File: config.mk
export PLATFORM = sky130hd
export DESIGN_NAME = pulse_window_tachometer_core
export DESIGN_NICKNAME = d
export VERILOG_FILES = /design/src/sv/pwt_pkg.sv /design/src/sv/pwt_ctrl.sv /design/src/sv/pwt_datapath.sv /design/src/sv/pulse_window_tachometer_core.sv
export SDC_FILE = /design/constraint.sdc
export NUM_CORES = 1
export LEC_CHECK = 0
export BUFFER_PORTS_ARGS = -buffer_cell sky130_fd_sc_hd__clkbuf_2
export CAP_MARGIN = 30
export CORE_MARGIN = 1.5
export CORE_UTILIZATION = 29
export DETAILED_ROUTE_END_ITERATION = 10
export PLACE_DENSITY = 0.54
export SETUP_SLACK_MARGIN = 0.4
export SYNTH_ARGS = -nofsm -noshare
export SYNTH_HDL_FRONTEND = slang
export SYNTH_SLANG_ARGS = --single-unit
File: constraint.sdc
create_clock -name clk -period 8.7 [get_ports clk]
set_clock_uncertainty 0.15 [all_clocks]
set_input_delay 0.435 -clock clk [delete_from_list [all_inputs] [get_ports clk]]
set_output_delay 0.435 -clock clk [all_outputs]
set_load 0.05 [all_outputs]
File: src/sv/pwt_pkg.sv
`timescale 1ns / 1ps
`default_nettype none

package pwt_pkg;

    localparam int TIME_WIDTH_DEF  = 32;
    localparam int COUNT_WIDTH_DEF = 8;
    localparam int STAMP_W         = 32;
    localparam int SCALE_W         = 32;
    localparam int RPM_W           = 32;
    localparam int PULSES_W        = 8;

    localparam logic [SCALE_W-1:0] SCALE_RESET = 32'd30000000;

    // input event codes
    localparam logic ACT_PULSE      = 1'b0;
    localparam logic ACT_WINDOW_END = 1'b1;

    typedef struct packed {
        logic               action;
        logic [STAMP_W-1:0] timestamp_us;
    } in_word_t;

    typedef struct packed {
        logic [RPM_W-1:0]    rpm;
        logic [PULSES_W-1:0] pulses_in_window;
        logic                span_zero;
    } out_word_t;

    typedef struct packed {
        logic pulse;
        logic start;
        logic step;
        logic load_out;
    } ctrl_cmd_t;

    typedef struct packed {
        logic div_last;
    } dp_status_t;

endpackage

`default_nettype wire

File: src/sv/pwt_ctrl.sv
`timescale 1ns / 1ps
`default_nettype none

module pwt_ctrl
    import pwt_pkg::*;
(
    input  wire logic       clk,
    input  wire logic       rst_n,
    input  wire logic       in_valid,
    input  wire logic       in_action,
    output logic            in_stall,
    output logic            out_valid,
    input  wire logic       out_stall,
    input  wire dp_status_t status,
    output ctrl_cmd_t       cmd
);

    typedef enum logic [2:0] {
        ST_IDLE = 3'b001,
        ST_DIV  = 3'b010,
        ST_DONE = 3'b100
    } state_t;

    state_t state_reg;
    state_t state_next;
    logic   out_valid_reg;
    logic   out_valid_next;
    logic   accept;
    logic   slot_free;

    assign in_stall  = (state_reg != ST_IDLE);
    assign accept    = in_valid && (state_reg == ST_IDLE);
    assign slot_free = !out_valid_reg || !out_stall;
    assign out_valid = out_valid_reg;

    always_comb
    begin
        state_next   = state_reg;
        cmd.pulse    = 1'b0;
        cmd.start    = 1'b0;
        cmd.step     = 1'b0;
        cmd.load_out = 1'b0;
        unique case (state_reg)
            ST_IDLE:
            begin
                cmd.pulse = accept && (in_action == ACT_PULSE);
                cmd.start = accept && (in_action == ACT_WINDOW_END);
                if (cmd.start)
                begin
                    state_next = ST_DIV;
                end
            end
            ST_DIV:
            begin
                cmd.step = 1'b1;
                if (status.div_last)
                begin
                    state_next = ST_DONE;
                end
            end
            ST_DONE:
            begin
                // hold the result until the output word is free
                if (slot_free)
                begin
                    cmd.load_out = 1'b1;
                    state_next   = ST_IDLE;
                end
            end
            default:
            begin
                state_next = ST_IDLE;
            end
        endcase
    end

    always_comb
    begin
        priority if (cmd.load_out)
        begin
            out_valid_next = 1'b1;
        end
        else if (out_valid_reg && !out_stall)
        begin
            out_valid_next = 1'b0;
        end
        else
        begin
            out_valid_next = out_valid_reg;
        end
    end

    always_ff @(posedge clk or negedge rst_n)
    begin
        if (!rst_n)
        begin
            state_reg     <= ST_IDLE;
            out_valid_reg <= 1'b0;
        end
        else
        begin
            state_reg     <= state_next;
            out_valid_reg <= out_valid_next;
        end
    end

endmodule

`default_nettype wire

File: src/sv/pwt_datapath.sv
`timescale 1ns / 1ps
`default_nettype none

module pwt_datapath
    import pwt_pkg::*;
#(
    parameter int TIME_WIDTH  = TIME_WIDTH_DEF,
    parameter int COUNT_WIDTH = COUNT_WIDTH_DEF
)
(
    input  wire logic               clk,
    input  wire logic               rst_n,
    input  wire logic               cfg_wr_en,
    input  wire logic [SCALE_W-1:0] cfg_wr_data,
    input  wire in_word_t           in_data,
    input  wire ctrl_cmd_t          cmd,
    output dp_status_t              status,
    output out_word_t               out_data
);

    localparam int NUM_W  = SCALE_W + COUNT_WIDTH;
    localparam int STEP_W = $clog2(NUM_W);

    logic [SCALE_W-1:0]     scale_reg;
    logic [COUNT_WIDTH-1:0] count_reg;
    logic [COUNT_WIDTH-1:0] count_next;
    logic [TIME_WIDTH-1:0]  span_reg;
    logic [TIME_WIDTH-1:0]  span_next;
    logic [TIME_WIDTH-1:0]  mark_reg;
    logic [TIME_WIDTH-1:0]  mark_next;

    logic [NUM_W-1:0]       quo_reg;
    logic [NUM_W-1:0]       quo_next;
    logic [TIME_WIDTH-1:0]  rem_reg;
    logic [TIME_WIDTH-1:0]  rem_next;
    logic [TIME_WIDTH-1:0]  divisor_reg;
    logic                   zero_reg;
    logic [PULSES_W-1:0]    pulses_reg;
    logic [STEP_W-1:0]      step_reg;
    logic [STEP_W-1:0]      step_next;
    out_word_t              out_reg;
    out_word_t              out_next;

    logic [TIME_WIDTH-1:0]  now;
    logic [TIME_WIDTH-1:0]  delta;
    logic [TIME_WIDTH:0]    span_sum;
    logic [NUM_W-1:0]       product;
    logic [TIME_WIDTH:0]    trial;
    logic                   fits;

    assign now      = TIME_WIDTH'(in_data.timestamp_us);
    assign delta    = now - mark_reg;
    assign span_sum = {1'b0, span_reg} + {1'b0, delta};
    assign product  = NUM_W'(scale_reg) * NUM_W'(count_reg);

    // restoring division, one quotient bit per cycle
    assign trial = {rem_reg, quo_reg[NUM_W-1]};
    assign fits  = (trial >= {1'b0, divisor_reg});

    assign status.div_last = (step_reg == '0);

    always_comb
    begin
        count_next = count_reg;
        span_next  = span_reg;
        mark_next  = mark_reg;
        if (cmd.pulse)
        begin
            count_next = count_reg + COUNT_WIDTH'(1);
            span_next  = span_sum[TIME_WIDTH] ? '1 : span_sum[TIME_WIDTH-1:0];
            mark_next  = now;
        end
        else if (cmd.start)
        begin
            count_next = '0;
            span_next  = '0;
            mark_next  = now;
        end
    end

    always_comb
    begin
        quo_next  = quo_reg;
        rem_next  = rem_reg;
        step_next = step_reg;
        if (cmd.start)
        begin
            quo_next  = product;
            rem_next  = '0;
            step_next = STEP_W'(NUM_W - 1);
        end
        else if (cmd.step)
        begin
            quo_next  = {quo_reg[NUM_W-2:0], fits};
            rem_next  = fits ? TIME_WIDTH'(trial - {1'b0, divisor_reg})
                             : trial[TIME_WIDTH-1:0];
            step_next = step_reg - STEP_W'(1);
        end
    end

    always_comb
    begin
        out_next                  = out_reg;
        out_next.pulses_in_window = pulses_reg;
        out_next.span_zero        = zero_reg;
        priority if (zero_reg)
        begin
            out_next.rpm = '0;
        end
        else if (|quo_reg[NUM_W-1:RPM_W])
        begin
            out_next.rpm = '1;
        end
        else
        begin
            out_next.rpm = quo_reg[RPM_W-1:0];
        end
    end

    always_ff @(posedge clk or negedge rst_n)
    begin
        if (!rst_n)
        begin
            scale_reg <= SCALE_RESET;
            count_reg <= '0;
            span_reg  <= '0;
            mark_reg  <= '0;
        end
        else
        begin
            if (cfg_wr_en)
            begin
                scale_reg <= cfg_wr_data;
            end
            count_reg <= count_next;
            span_reg  <= span_next;
            mark_reg  <= mark_next;
        end
    end

    always_ff @(posedge clk)
    begin
        quo_reg  <= quo_next;
        rem_reg  <= rem_next;
        step_reg <= step_next;
        if (cmd.start)
        begin
            divisor_reg <= span_reg;
            zero_reg    <= (span_reg == '0);
            pulses_reg  <= count_reg[PULSES_W-1:0];
        end
        if (cmd.load_out)
        begin
            out_reg <= out_next;
        end
    end

    assign out_data = out_reg;

endmodule

`default_nettype wire

File: src/sv/pulse_window_tachometer_core.sv
`timescale 1ns / 1ps
`default_nettype none

// Pulse-rate tachometer over measurement windows. Each input word carries an
// action and a free-running microsecond timestamp. A pulse word counts one
// sensor edge and adds the time since the last mark to the window span. A
// window-end word reports floor(rpm_scale * count / span) saturated to 32
// bits (0 with span_zero set when the span is empty), then restarts the window
// at its own timestamp. The report comes from a bit-serial restoring divider
// over the 32 + COUNT_WIDTH bit product, so a window end stalls the input
// until the divide is done and the result is loaded into the output word,
// plus any time the previous result still waits on the output. rpm_scale
// resets to 30000000; the user must write it through cfg_wr_en / cfg_wr_data
// only while the block is idle, and the block itself does not enforce this.
module pulse_window_tachometer_core
    import pwt_pkg::*;
#(
    parameter int TIME_WIDTH  = TIME_WIDTH_DEF,
    parameter int COUNT_WIDTH = COUNT_WIDTH_DEF
)
(
    input  wire logic               clk,
    input  wire logic               rst_n,
    input  wire logic               cfg_wr_en,
    input  wire logic [SCALE_W-1:0] cfg_wr_data,
    input  wire logic               in_valid,
    output logic                    in_stall,
    input  wire in_word_t           in_data,
    output logic                    out_valid,
    input  wire logic               out_stall,
    output out_word_t               out_data
);

    ctrl_cmd_t  cmd;
    dp_status_t status;

    pwt_ctrl u_ctrl (
        .clk       (clk),
        .rst_n     (rst_n),
        .in_valid  (in_valid),
        .in_action (in_data.action),
        .in_stall  (in_stall),
        .out_valid (out_valid),
        .out_stall (out_stall),
        .status    (status),
        .cmd       (cmd)
    );

    pwt_datapath #(
        .TIME_WIDTH  (TIME_WIDTH),
        .COUNT_WIDTH (COUNT_WIDTH)
    ) u_datapath (
        .clk         (clk),
        .rst_n       (rst_n),
        .cfg_wr_en   (cfg_wr_en),
        .cfg_wr_data (cfg_wr_data),
        .in_data     (in_data),
        .cmd         (cmd),
        .status      (status),
        .out_data    (out_data)
    );

endmodule

`default_nettype wire
==> impl_results.md <==
* Syn Inst Count at 2504
* Clock transition at path regs at 60 ps
* Routability cong. at 0.833
* Synth Warn # at 0
* Slew Limit Headroom at 44.0%
* Slowest cell delay on critical path at 540 ps
* Synthesized area at 23100 µm²
* Vias per Instance at 4.67
* Area occupied by multi-input gates at 14500 µm²
* Io pins at 113
* Seq/Total Area, Yosys at 31.0%
* Hold Violations, Final at 0
* Post_cts resized at 0
* Tmin final at 6450 ps
* Largest net degree at the start of global routing at 87
* Place WS at 2220 ps
* Antenna cells at 0
* Post-Route Setup TNS at 0 ps
* Routed len/inst at 15.6 µm
* Slowest cell on the critical path: fa_1
* Outcome: completed
* Clk_lat worst skew at 570 ps
* FF/Latch Area at 7140 µm²
* Mapped Nets at 2915
* Filler Cell Count at 8214
* Worst IR Drop VDD at 151 µV
* H-tree Lvls at 2
* Synth cell types at 68
* Final setup vio count at 0
* Die width at 285 µm
* Num CTS Buffers at 35
* Drt total wl at 57800 µm
* Number of global-route vias before repair at 17500
* CTS tree: done
* Arrival time worst endpoint at 6590 ps
* Clock Sinks at 268
* First-pass GRT wire length at 96700 µm
* Starting density of the core at 29.2%
* Top-area cell type share of the netlist area at 15.9%
* Synth top area cells: edfxtp_1 16%, fa_1 16%, dfrtp_1 11%
* Drt pass-1 iters at 5
* Layout cells sized above 1 at 9.71%
* Number of synthesized register bits at 268
* Area leader, netlist: edfxtp_1
* Slew @ Worst Pin at 818 ps
* Grt total ovfl at 0
* Main synth FF type: edfxtp_1
* Peak Freq at 0.155 GHz
* Final max-slew violation count at 0
* Post-route antenna net violation count at 0
* Most used cell, CP: fa_1
* Avg Cell Area, Syn at 9.21 µm²
* Max cap viols at 0
* Setup CP Type: flip-flop to flip-flop
* Area Growth Syn to Fin at 15.2%
* PwrDens at 289 nW/µm²
* Worst Path Buf+Inv at 4
* Core area at 78900 µm²
* Crit-path max FO at 39
* Die H at 285 µm
* Largest register FFs at 41
* Starting DRT DRC Count at 815
* Site Rows at 103
* Drt drc at 0
* HP Class: input pin to flip-flop
* Asr flop ratio synth at 40.3%
* Via count at 17300
* Clock buffer depth at 3
* Initial antenna violation count at 1
* Most frequent cells in the layout: 284 x inv_1, 265 x nand2_1, 211 x and2_1, 183 x fa_1, 162 x nor2_1
* Setup Fix Bufs, Post-CTS at 0
* Crit end category: flip-flop
* Fin area at 26600 µm²
* Final nets at 3040
* GRT Overall Usage at 14.6%
* Fin crit share at 74.2%
* Placed instance area at 24800 µm²
* Post-DP HPWL at 43000 µm
* Leakage at 12.2 nW
* Top delay family on crit path: adder cells
* Input/output buffers at 112
* Commonest non-fill, non-tap cell in the layout: inv_1
* RSZ-0062 raised after global routing: false
* Crit path cell chain: buf_4 > nand2_1 > fa_1 > fa_1 > inv_1 > fa_1 > inv_1 > fa_1 > inv_1 > ha_1 > and2_1 > a31o_1 > a311o_1 > a211oi_2 > o211ai_1 > a311o_1 > a31o_2 > a31oi_1 > xor2_1 > o21ai_1
* Post-synth EDFFs at 122
* CTS root buf: clkbuf_16
* Setup WS post-layout at 2250 ps
* Die area at 81200 µm²
* CP required at 8830 ps
* Crit start category: flip-flop
cells in the mapped netlist, types with 73 or more instances:
cell type,instances
nor2_1,163
and2_1,212
xnor2_1,73
ha_1,158
nand2_1,267
inv_1,286
edfxtp_1,122
o21ai_0,149
fa_1,183
clkbuf_1,99
a21oi_1,132
dfrtp_1,97
path summary, 6_finish.rpt:
kind	end	cells after the start	startpoint	slack (ps)
min in group asynchronous	u_datapath.mark_reg[8]	2	rst_n	280
hold / removal	u_datapath.scale_reg[3]	2	cfg_wr_data[3]	50
max in group asynchronous	u_ctrl.state_reg[1]	3	rst_n	6820
setup reg to reg	u_datapath.quo_reg[28]	20	u_datapath.count_reg[4]	2250
hold reg to reg	u_datapath.out_data[5]	0	u_datapath.pulses_reg[4]	270
setup / recovery	u_datapath.quo_reg[28]	20	u_datapath.count_reg[4]	2250
per-stage QoR:
| step | hold slack (ps) | utilization [%] | total power, mW | cells |
|---|---|---|---|---|
| 2_1_floorplan | -10.6 | - | 5.15 | 2504 |
| 4_1_cts | 13.0 | 33.6 | 7.75 | 3705 |
| 5_1_grt | 36.6 | 33.7 | 8.46 | 3706 |
| 3_5_place_dp | 255 | 31.4 | 6.18 | 3581 |
| 6_report | 46.2 | 33.7 | 7.67 | 3706 |
| 3_3_place_gp | 274 | 31.3 | 6.16 | 3578 |
power by group:
part	leakage [nW]	internal (mW)	switching, mW
Combinational	8.87	1.82	2.61
Clock	0.562	0.854	0.634
Sequential	2.75	1.55	0.192
repair_timing:
item                                   4_1_cts  5_1_grt
setup endpoints to repair                    0        0
endpoints found under the hold margin       99        0
hold buffers                                60        0
final cells by class:
| class | count | area share, % |
|---|---|---|
| clock buffer | 41 | 3.38 |
| multi-input combinational | 1843 | 54.5 |
| inverter | 286 | 4.04 |
| sequential | 268 | 26.9 |
| clock inverter | 23 | 1.00 |
| tap | 1050 | 4.95 |
| timing repair buffer | 195 | 5.26 |
per-layer routing:
metal  GRT usage (%)  up-vias  share of wire [%]
li1                -     8659                  -
met1            22.5     8296                 53
met2            21.3      307                 41
met3            2.15       60                4.3
met4            3.28        0                1.7
met5               0        -                  0
logic make-up after synthesis:
group,after synthesis,synth area share (%)
AND/OR/NAND/NOR,808,17.1
AO/OA/AOI/OAI,524,14.2
buffers and inverters,393,6.41
adder cells (fa/ha/maj),341,24.5
flip-flops,268,31.0
XOR/XNOR,127,4.82
multiplexers,43,2.05
Note: power is estimated with default switching activity, not from simulation.
